**config.mk**
```make
export PLATFORM = sky130hd
export DESIGN_NAME = utf8_stream_decoder
export DESIGN_NICKNAME = d
export VERILOG_FILES = /design/src/rtl/u8dec_pkg.sv /design/src/rtl/u8dec_in_reg.sv /design/src/rtl/u8dec_core.sv /design/src/rtl/u8dec_out_reg.sv /design/src/rtl/utf8_stream_decoder.sv
export VERILOG_INCLUDE_DIRS = /design/src /design/src/rtl
export SDC_FILE = /design/constraint.sdc
export NUM_CORES = 1
export LEC_CHECK = 0
export BUFFER_PORTS_ARGS = -buffer_cell sky130_fd_sc_hd__buf_2
export CAP_MARGIN = 10
export CORE_MARGIN = 3
export CORE_UTILIZATION = 59
export DETAILED_ROUTE_END_ITERATION = 16
export PLACE_DENSITY = 0.9
export RECOVER_POWER = 25
export SLEW_MARGIN = 40
export SYNTH_ARGS = -nofsm -noshare
export SYNTH_HDL_FRONTEND = slang
export SYNTH_HIERARCHICAL = 1
export SYNTH_SLANG_ARGS = --single-unit
```
**constraint.sdc**
```tcl
create_clock -name clk_i -period 5 [get_ports clk_i]
set_input_delay 0.75 -clock clk_i [delete_from_list [all_inputs] [get_ports clk_i]]
set_output_delay 0.75 -clock clk_i [all_outputs]
set_load 0.1 [all_outputs]
```
**src/rtl/utf8_stream_decoder_defines.svh**
```systemverilog
// Assertion macros of the UTF-8 stream decoder RTL, used by the core.
`ifndef UTF8_STREAM_DECODER_DEFINES_SVH
`define UTF8_STREAM_DECODER_DEFINES_SVH

`ifndef NO_ASSERTIONS

// Checked on every clock edge outside reset.
`define U8DEC_ASSERT(lbl, prop) \
  lbl: assert property (@(posedge clk_i) disable iff (!rst_ni) prop) \
    else $error("u8dec assertion failed");

// Checked on every clock edge, reset included.
`define U8DEC_ASSERT_ALWAYS(lbl, prop) \
  lbl: assert property (@(posedge clk_i) prop) \
    else $error("u8dec assertion failed");

`else

`define U8DEC_ASSERT(lbl, prop)
`define U8DEC_ASSERT_ALWAYS(lbl, prop)

`endif

`endif

```
**src/rtl/u8dec_pkg.sv**
```systemverilog
// Types and constants of the UTF-8 stream decoder.
package u8dec_pkg;

  localparam int unsigned ByteW   = 8;
  localparam int unsigned CpW     = 21;
  localparam int unsigned StatusW = 3;
  localparam int unsigned PendW   = 2;

  localparam logic [CpW-1:0] BomValue = 21'h00FEFF;

  // Result status codes
  typedef enum logic [StatusW-1:0] {
    ST_CHAR    = 3'd0,
    ST_MISSING = 3'd1,
    ST_STRAY   = 3'd2,
    ST_BOM     = 3'd3,
    ST_TRUNC   = 3'd4
  } status_e;

  // One input beat
  typedef struct packed {
    logic [ByteW-1:0] data_byte;
    logic             stream_end;
    logic             stream_start;
  } item_t;

  // One result beat
  typedef struct packed {
    logic [CpW-1:0] code_point;
    status_e        status;
  } result_t;

endpackage

```
**src/rtl/u8dec_in_reg.sv**
```systemverilog
// Input register stage of the UTF-8 stream decoder.
module u8dec_in_reg
  import u8dec_pkg::*;
(
  input  logic  clk_i,
  input  logic  rst_ni,
  input  logic  in_valid_i,
  output logic  in_ready_o,
  input  item_t in_item_i,
  output logic  item_valid_o,
  input  logic  item_take_i,
  output item_t item_o
);

  logic  valid_q, valid_d;
  item_t item_q;

  // Accept a new beat when empty or when the held one leaves this cycle
  assign in_ready_o = !valid_q || item_take_i;

  always_comb begin
    valid_d = valid_q;
    if (in_ready_o) begin
      valid_d = in_valid_i;
    end
  end

  always_ff @(posedge clk_i or negedge rst_ni) begin
    if (!rst_ni) begin
      valid_q <= 1'b0;
    end else begin
      valid_q <= valid_d;
    end
  end

  // Payload, no reset
  always_ff @(posedge clk_i) begin
    if (in_ready_o && in_valid_i) begin
      item_q <= in_item_i;
    end
  end

  assign item_valid_o = valid_q;
  assign item_o       = item_q;

endmodule

```
**src/rtl/u8dec_core.sv**
```systemverilog
// Decoder state and per-byte decode logic.
`include "utf8_stream_decoder_defines.svh"

module u8dec_core
  import u8dec_pkg::*;
(
  input  logic    clk_i,
  input  logic    rst_ni,
  input  item_t   item_i,
  input  logic    fire_i,
  output logic    res_valid_o,
  output result_t res_o
);

  logic [PendW-1:0] pend_q, pend_d;
  logic [CpW-1:0]   acc_q, acc_d;
  logic             emitted_q, emitted_d;
  logic             halted_q, halted_d;

  logic [ByteW-1:0] b;
  logic             err;
  status_e          err_st;

  assign b = item_i.data_byte;

  // Decode one item against the current state
  always_comb begin
    pend_d      = pend_q;
    acc_d       = acc_q;
    emitted_d   = emitted_q;
    halted_d    = halted_q;
    res_valid_o = 1'b0;
    res_o       = '{code_point: '0, status: ST_CHAR};
    err         = 1'b0;
    err_st      = ST_CHAR;

    // start mark clears everything first
    if (item_i.stream_start) begin
      pend_d    = '0;
      acc_d     = '0;
      emitted_d = 1'b0;
      halted_d  = 1'b0;
    end

    if (!halted_d) begin
      if (item_i.stream_end) begin
        if (pend_d != '0) begin
          err    = 1'b1;
          err_st = ST_TRUNC;
        end
      end else if (!b[7]) begin
        // ASCII
        if (pend_d != '0) begin
          err    = 1'b1;
          err_st = ST_MISSING;
        end else begin
          emitted_d   = 1'b1;
          res_valid_o = 1'b1;
          res_o       = '{code_point: {{(CpW-ByteW){1'b0}}, b}, status: ST_CHAR};
        end
      end else if (b[7:6] == 2'b10) begin
        // continuation
        if (pend_d == '0) begin
          err    = 1'b1;
          err_st = ST_STRAY;
        end else begin
          pend_d = pend_d - PendW'(1);
          acc_d  = {acc_d[CpW-7:0], b[5:0]};
          if (pend_d == '0) begin
            if (acc_d == BomValue) begin
              if (emitted_d) begin
                err    = 1'b1;
                err_st = ST_BOM;
              end
            end else begin
              emitted_d   = 1'b1;
              res_valid_o = 1'b1;
              res_o       = '{code_point: acc_d, status: ST_CHAR};
            end
          end
        end
      end else if (b[7:5] == 3'b110) begin
        pend_d = PendW'(1);
        acc_d  = {{(CpW-5){1'b0}}, b[4:0]};
      end else if (b[7:4] == 4'b1110) begin
        pend_d = PendW'(2);
        acc_d  = {{(CpW-4){1'b0}}, b[3:0]};
      end else if (b[7:3] == 5'b11110) begin
        pend_d = PendW'(3);
        acc_d  = {{(CpW-3){1'b0}}, b[2:0]};
      end
      // F8-FF fall through unchanged
    end

    // errors latch halted and report with a zero code point
    if (err) begin
      halted_d    = 1'b1;
      res_valid_o = 1'b1;
      res_o       = '{code_point: '0, status: err_st};
    end
  end

  // State moves only when the item is consumed
  always_ff @(posedge clk_i or negedge rst_ni) begin
    if (!rst_ni) begin
      pend_q    <= '0;
      acc_q     <= '0;
      emitted_q <= 1'b0;
      halted_q  <= 1'b0;
    end else if (fire_i) begin
      pend_q    <= pend_d;
      acc_q     <= acc_d;
      emitted_q <= emitted_d;
      halted_q  <= halted_d;
    end
  end

  // Halted decoder stays silent until a start mark
  `U8DEC_ASSERT(a_halted_silent,
    fire_i && halted_q && !item_i.stream_start |-> !res_valid_o)
  // Any error result leaves the decoder halted
  `U8DEC_ASSERT(a_err_halts,
    fire_i && res_valid_o && (res_o.status != ST_CHAR) |=> halted_q)
  // Start plus end leaves nothing pending and no error
  `U8DEC_ASSERT(a_start_end_clean,
    fire_i && item_i.stream_start && item_i.stream_end |=> (pend_q == '0) && !halted_q)
  // State is clear in the cycle after reset is seen
  `U8DEC_ASSERT_ALWAYS(a_reset_clear,
    !rst_ni |=> (pend_q == '0) && !halted_q && !emitted_q)

endmodule

```
**src/rtl/u8dec_out_reg.sv**
```systemverilog
// Result register of the UTF-8 stream decoder.
module u8dec_out_reg
  import u8dec_pkg::*;
(
  input  logic    clk_i,
  input  logic    rst_ni,
  input  logic    load_i,
  input  result_t res_i,
  output logic    free_o,
  output logic    out_valid_o,
  input  logic    out_ready_i,
  output result_t out_res_o
);

  logic    valid_q, valid_d;
  result_t res_q;

  // Room for a new result when empty or draining this cycle
  assign free_o = !valid_q || out_ready_i;

  always_comb begin
    valid_d = valid_q;
    if (free_o) begin
      valid_d = load_i;
    end
  end

  always_ff @(posedge clk_i or negedge rst_ni) begin
    if (!rst_ni) begin
      valid_q <= 1'b0;
    end else begin
      valid_q <= valid_d;
    end
  end

  always_ff @(posedge clk_i) begin
    if (free_o && load_i) begin
      res_q <= res_i;
    end
  end

  assign out_valid_o = valid_q;
  assign out_res_o   = res_q;

endmodule

```
**src/rtl/utf8_stream_decoder.sv**
```systemverilog
// Top level of the UTF-8 stream decoder.
//
// Channel  Dir  tdata (low bit up)            tlast        tuser
// s_axis   in   data_byte[7:0]                stream_end   stream_start
// m_axis   out  code_point[20:0], 3'b0 pad    -            status[2:0]
//
// One byte per cycle sustained unless a stalled output holds a byte back;
// each beat is held in the input register, is decoded against the state
// registers and lands in the result register, from which it leaves when
// the output is ready.
// Bytes with no result pass through without touching the output side.
// Reset clears the stage valid bits and all decoder state.
// A stalled output holds back the input register only when the waiting
// byte produces a result.
module utf8_stream_decoder
  import u8dec_pkg::*;
(
  input  logic        clk_i,
  input  logic        rst_ni,
  input  logic        s_axis_tvalid,
  output logic        s_axis_tready,
  input  logic [7:0]  s_axis_tdata,   // data_byte[7:0]
  input  logic        s_axis_tlast,
  input  logic        s_axis_tuser,   // stream_start
  output logic        m_axis_tvalid,
  input  logic        m_axis_tready,
  output logic [23:0] m_axis_tdata,   // code_point[20:0], zero pad [23:21]
  output logic [2:0]  m_axis_tuser    // status[2:0]
);

  item_t   in_item;
  item_t   cur_item;
  logic    cur_valid;
  logic    fire;
  logic    res_valid;
  logic    out_free;
  result_t res;
  result_t out_res;

  assign in_item = '{data_byte: s_axis_tdata, stream_end: s_axis_tlast,
                     stream_start: s_axis_tuser};

  // Consume the held beat unless its result has nowhere to go
  assign fire = cur_valid && (!res_valid || out_free);

  u8dec_in_reg u_in_reg (
    .clk_i        (clk_i),
    .rst_ni       (rst_ni),
    .in_valid_i   (s_axis_tvalid),
    .in_ready_o   (s_axis_tready),
    .in_item_i    (in_item),
    .item_valid_o (cur_valid),
    .item_take_i  (fire),
    .item_o       (cur_item)
  );

  u8dec_core u_core (
    .clk_i       (clk_i),
    .rst_ni      (rst_ni),
    .item_i      (cur_item),
    .fire_i      (fire),
    .res_valid_o (res_valid),
    .res_o       (res)
  );

  u8dec_out_reg u_out_reg (
    .clk_i       (clk_i),
    .rst_ni      (rst_ni),
    .load_i      (fire && res_valid),
    .res_i       (res),
    .free_o      (out_free),
    .out_valid_o (m_axis_tvalid),
    .out_ready_i (m_axis_tready),
    .out_res_o   (out_res)
  );

  assign m_axis_tdata = {3'b000, out_res.code_point};
  assign m_axis_tuser = out_res.status;

endmodule
```
# After elaboration in Yosys (flattened, before gate mapping)
# Cells that the tools add are included.
# W data, S select, Z words.
totals:
  ff_bits: 61
  input_bits: 14
  out_inout_bits: 29
  word_cells: 97
classes:
  addsub: 1
  eq_ne: 5
  mux: 66
  reduce_logical: 14
op_table:
  columns: ["operator", "n"]
  rows:
  - ["$mux W21", 9]
  - ["$mux W24", 5]
  - ["$mux W3", 11]
  - ["$mux W1", 30]
  - ["$eq A21 B16 Y1 const B", 1]
  - ["$mux W2", 10]
  - ["$mux W10", 1]
  - ["$eq A5 B5 Y1 const B", 1]
  - ["$eq A4 B4 Y1 const B", 1]
  - ["$logic_and A1 B1 Y1", 4]
  - ["$logic_not A2 Y1", 2]
  - ["$eq A3 B3 Y1 const B", 1]
  - ["$logic_not A1 Y1", 3]
  - ["$logic_or A1 B1 Y1", 3]
  - ["$reduce_or A3 Y1", 1]
  - ["$eq A2 B2 Y1 const B", 1]
  - ["$reduce_bool A2 Y1", 1]
  - ["$sub A2 B1 Y2 const B", 1]

# Depth between registers and ports, before layout
logic_depth:
  depth_word: 15
  ltp_mapped: 10
  mapped_depth_nobuf: 9

# By module
# The synthesis kept the hierarchy.
modules_own_cells:
  columns: ["module", "instances", "cells_each", "area_each_um2", "seq_area_each_um2"]
  rows:
  - ["u8dec_core", 1, 146, 1305.0, 475.5]
  - ["u8dec_out_reg", 1, 28, 774.5, 745.7]
  - ["u8dec_in_reg", 1, 14, 354.1, 325.3]
  - ["utf8_stream_decoder", 1, 7, 45.0, 0.0]

# Worst setup path after synthesis
# No wires, ideal clock.
synth_path:
  path_type: "register to output"
  start: "reg u_core.acc_q[13]"
  end: "out s_axis_tready"
  arrival_time_ns: 2.260
  t_required_ns: 4.250
  slack_ns: 1.990
  path_stages_with_launch: 8
  path_buffers: 0
  path_cell_list: "dfrtp_1 -> or3b_1 -> or4_4 -> nor3_2 -> nor4_2 -> a221o_1 -> a21boi_1 -> nand2b_4"
synth_between:
  elab_chain_len: 14
  word_cells_on_any_way: 21
  cone_classes: "eq/ne (1); mux (16); reduce/logical (4)"
synth_rtl:
  columns: ["element", "line_no", "rtl"]
  rows:
  - ["from (decl)", "u8dec_core.sv:16", "logic [CpW-1:0] acc_q, acc_d;"]
  - ["from (signal assigned)", "u8dec_core.sv:107", "acc_q <= '0;"]
  - ["from (signal assigned)", "u8dec_core.sv:112", "acc_q <= acc_d;"]
  - ["$mux W21 *", "u8dec_core.sv:38", "if (item_i.stream_start) begin"]
  - ["$eq A21 B16 Y1 *", "u8dec_core.sv:70", "if (acc_d == BomValue) begin"]
  - ["$mux W1", "u8dec_core.sv:70", null]
  - ["$mux W1", "u8dec_core.sv:69", "if (pend_d == '0) begin"]
  - ["$mux W1", "u8dec_core.sv:63", "if (pend_d == '0) begin"]
  - ["$mux W1", "u8dec_core.sv:61", "end else if (b[7:6] == 2'b10) begin"]
  - ["$mux W1", "u8dec_core.sv:51", "end else if (!b[7]) begin"]
  - ["$mux W1", "u8dec_core.sv:46", "if (item_i.stream_end) begin"]
  - ["$mux W1", "u8dec_core.sv:45", "if (!halted_d) begin"]
  - ["$mux W1 *", "u8dec_core.sv:96", "if (err) begin"]
  - ["net res_valid", "utf8_stream_decoder.sv:35", "logic res_valid;"]
  - ["$logic_not A1 Y1 *", "utf8_stream_decoder.sv:44", "assign fire = cur_valid && (!res_valid || out_free);"]
  - ["$logic_or A1 B1 Y1 *", "utf8_stream_decoder.sv:44", null]
  - ["$logic_and A1 B1 Y1 *", "utf8_stream_decoder.sv:44", null]
  - ["net fire", "utf8_stream_decoder.sv:34", "logic fire;"]
  - ["$logic_or A1 B1 Y1 *", "u8dec_in_reg.sv:19", "assign in_ready_o = !valid_q || item_take_i;"]
  - ["to (decl)", "utf8_stream_decoder.sv:21", "output logic s_axis_tready,"]
# The timed path passes the listed nets; every way through them passes the cells marked *.

# Worst setup path in the final report
layout_path:
  start: "reg u_in_reg.item_q (netlist bit u_in_reg/item_o[0])"
  end: "out s_axis_tready"
layout_between:
  elab_chain_len: 14
  word_cells_on_any_way: 31
  cone_classes: "add/sub (1); eq/ne (1); mux (22); reduce/logical (7)"
layout_rtl:
  columns: ["element", "line_no", "rtl"]
  rows:
  - ["from (decl)", "u8dec_in_reg.sv:16", "item_t item_q;"]
  - ["from (signal assigned)", "u8dec_in_reg.sv:39", "item_q <= in_item_i;"]
  - ["$mux W21, or another cell as far along", "u8dec_core.sv:38", null]
  - ["$eq A21 B16 Y1, or another cell as far along", "u8dec_core.sv:70", null]
  - ["$mux W1 or $logic_not A2 Y1 (tied branches)", "u8dec_core.sv:70, u8dec_core.sv:69", null]
  - ["$mux W1", "u8dec_core.sv:69", null]
  - ["$mux W1", "u8dec_core.sv:63", null]
  - ["$mux W1", "u8dec_core.sv:61", null]
  - ["$mux W1", "u8dec_core.sv:51", null]
  - ["$mux W1", "u8dec_core.sv:46", null]
  - ["$mux W1", "u8dec_core.sv:45", null]
  - ["$mux W1 *", "u8dec_core.sv:96", null]
  - ["net res_valid", "utf8_stream_decoder.sv:35", null]
  - ["$logic_not A1 Y1 *", "utf8_stream_decoder.sv:44", null]
  - ["$logic_or A1 B1 Y1 *", "utf8_stream_decoder.sv:44", null]
  - ["$logic_and A1 B1 Y1 *", "utf8_stream_decoder.sv:44", null]
  - ["net fire", "utf8_stream_decoder.sv:34", null]
  - ["$logic_or A1 B1 Y1 *", "u8dec_in_reg.sv:19", null]
# Marks and branches as above.

==> reports/results.ini <==
[run_status]
status=finished, final reports clean

[clock_network]
clk_latency_ns=0.31
clkTransAtPathRegs_ns=0.09
clk_path_buf_depth=2
cts.sinks=55
htree_levels=2
cts_resized=0
post_cts_buffers=0
cts_tree=done
ctsHoldBuffers=0
root_buffer=clkbuf_8
cts_made_buffers=5

[finish]
fin_cells=284
area_growth_pct=12.3
finalNetCount=249
layout_common_cells=buf_2, edfxtp_1, dfrtp_1, and2_1, nor2_1
n_antenna_cell=0
final_common_cell=buf_2
drive_gt1_frac=0.246

[drt]
vias=1828
drc_errors=0
dr.pass1.iters=4
dr.first_iter.drc_count=178
wire_per_inst_um=18.5
drt-total-wl_um=5250
ant_nets=0
drt-vias-per-instance=6.44

[sta]
fmax_mhz=252
setup_viol=0
hold_violations=0
post-route-period-util=0.794
slew-limit-headroom=0.185
skew_ns=0.00947
final_max_slew_viol_count=0
hold_ws_ns=0.533
rsz0062_at_grt=false
worstMarginPinSlew_ns=1.22
setup_tns_ns=0
worst_slack_ns=1.03
period_minus_slack_ns=3.97

[worst_setup_path]
critPathMaxStageDelay_ns=0.63
crit_family=simple AND/OR/NAND/NOR gates
crit_path_end_kind=output port
worst_setup_path_start_kind=register
cp_max_fo=16
critPathBufInv=2
critPathSlowestCell=nor4_2
crit_chain=nand2b_1 > nor4b_2 > nor2_1 > nor4_2 > a221o_1 > a21boi_1 > buf_4 > nand2b_4 > buf_2
worstPathArrival_ns=3.22
criticalPathCategory=register to output port
cp_data_required_time_ns=4.25

[global_routing]
grt_pass1_vias=1714
grt_pass1_wl_um=8300
grt_antenna_before_repair=0
grt_usage=0.214
grt_max_degree=25
globalRouteOverflowTotal=0

[yosys]
ys_ff_latch=55
synthesis.area_um2=2480
synth-async-reset-ratio=0.382
syn_area_per_cell_um2=12.7
synth_edf_count=34
ys_seq_area_frac=0.624
syn-instance-count=195
ys_types=48
synthFlopType=edfxtp_1
ys_warn_count=6

[power]
p_leak_nw=1.15
finalPower_w=0.00117
p_per_area_nw_per_um2=420
ir_drop_mv=0.255

[floorplanning]
die-area_um2=5010
rows=22
die_h_um=70.8
io_pins=43
fp.dieW_um=70.8
initial_core_util=0.643
fp.coreArea_um2=3850

[place]
place_ws_ns=1.49
dp_hpwl_um=3760
gp_congestion=1.01
post-place-cells=276
io_buffers=39

[hold_path]
min_path_type=register to register

[job]
maxCapViolCount=0

-- Yosys cell counts, types with 2 or more instances --
| master | count | area [um2] |
|---|---|---|
| nand3_1 | 4 | 20.0 |
| edfxtp_1 | 34 | 1020 |
| nand2b_1 | 5 | 31.3 |
| nand2b_4 | 2 | 27.5 |
| nor2_1 | 12 | 45.0 |
| clkbuf_1 | 3 | 11.3 |
| buf_2 | 2 | 10.0 |
| nor3_1 | 2 | 10.0 |
| nand4_1 | 3 | 18.8 |
| dfrtp_1 | 21 | 526 |
| and2_1 | 20 | 125 |
| nor2b_1 | 4 | 25.0 |
| and2_4 | 2 | 17.5 |
| buf_4 | 4 | 30.0 |
| inv_1 | 5 | 18.8 |
| nor3_2 | 2 | 20.0 |
| a22o_1 | 9 | 78.8 |
| and3_1 | 5 | 31.3 |
| a21boi_1 | 2 | 15.0 |
| a32o_1 | 6 | 60.1 |
| nand2_1 | 10 | 37.5 |
| a21oi_1 | 5 | 25.0 |
| o21ai_0 | 4 | 20.0 |
| a32oi_1 | 2 | 17.5 |
| o21ai_1 | 2 | 10.0 |
| nor4b_1 | 3 | 26.3 |
-- state kept, by name (all words and copies together) (netlist names) --
name	count
u_out_reg/out_res_o	24
u_core/acc_q	15
u_in_reg/item_o	10
u_core/pend_q	2
u_core/emitted_q	1
u_core/halted_q	1
u_in_reg/item_valid_o	1
u_out_reg/out_valid_o	1
-- per-stage QoR --
stage / area [um2] / utilization
after floorplan: 2490 / -
after global placement: 2700 / 0.700
after detailed placement: 2700 / 0.700
after CTS: 2780 / 0.722
after global routing: 2780 / 0.722
final: 2780 / 0.722
-- report_power, final --
| group | total [W] | internal [W] | switching [W] |
|---|---|---|---|
| clock | 0.000231 | 0.0000980 | 0.000133 |
| sequential | 0.000583 | 0.000541 | 0.0000422 |
| combinational | 0.000355 | 0.0000658 | 0.000289 |
-- worst paths after layout --
path                                     from          endpoint  slack, ns  cells past startpoint
max reg2reg                u_in_reg/item_o[0]   u_core/acc_q[5]       1.85                      9
min reg2reg                  u_core/emitted_q  u_core/emitted_q       0.53                      1
max                        u_in_reg/item_o[0]     s_axis_tready       1.03                      9
max in group asynchronous              rst_ni   u_core/acc_q[0]       3.60                      1
min                          u_core/emitted_q  u_core/emitted_q       0.53                      1
min in group asynchronous              rst_ni  u_core/acc_q[11]       0.67                      1
-- routing by layer --
layer	global-route usage	vias up	wire (um)
li1	-	800	-
met5	0	-	0
met2	0.346	126	2640
met3	0.0440	12	481
met4	0.106	0	85
met1	0.275	890	2040
-- final cells by class --
class,count,area (um2)
sequential,55,1550
tap,48,60.1
timing repair buffer,40,199
fill,254,1070
clock buffer,6,72.6
clock inverter,2,12.5
inverter,5,18.8
multi-input combinational,128,873
-- logic make-up (layout without fill, tap and decap cells) --
family / count (synthesis) / after routing / synth area share
DFF: 55 / 55 / 0.624
AOI/OAI and AO/OA: 40 / 40 / 0.126
buffers and inverters: 14 / 53 / 0.0283
and+or+nand+nor: 85 / 85 / 0.220
other: 1 / 3 / 0.00151
Power figures use the tool's default switching activity.
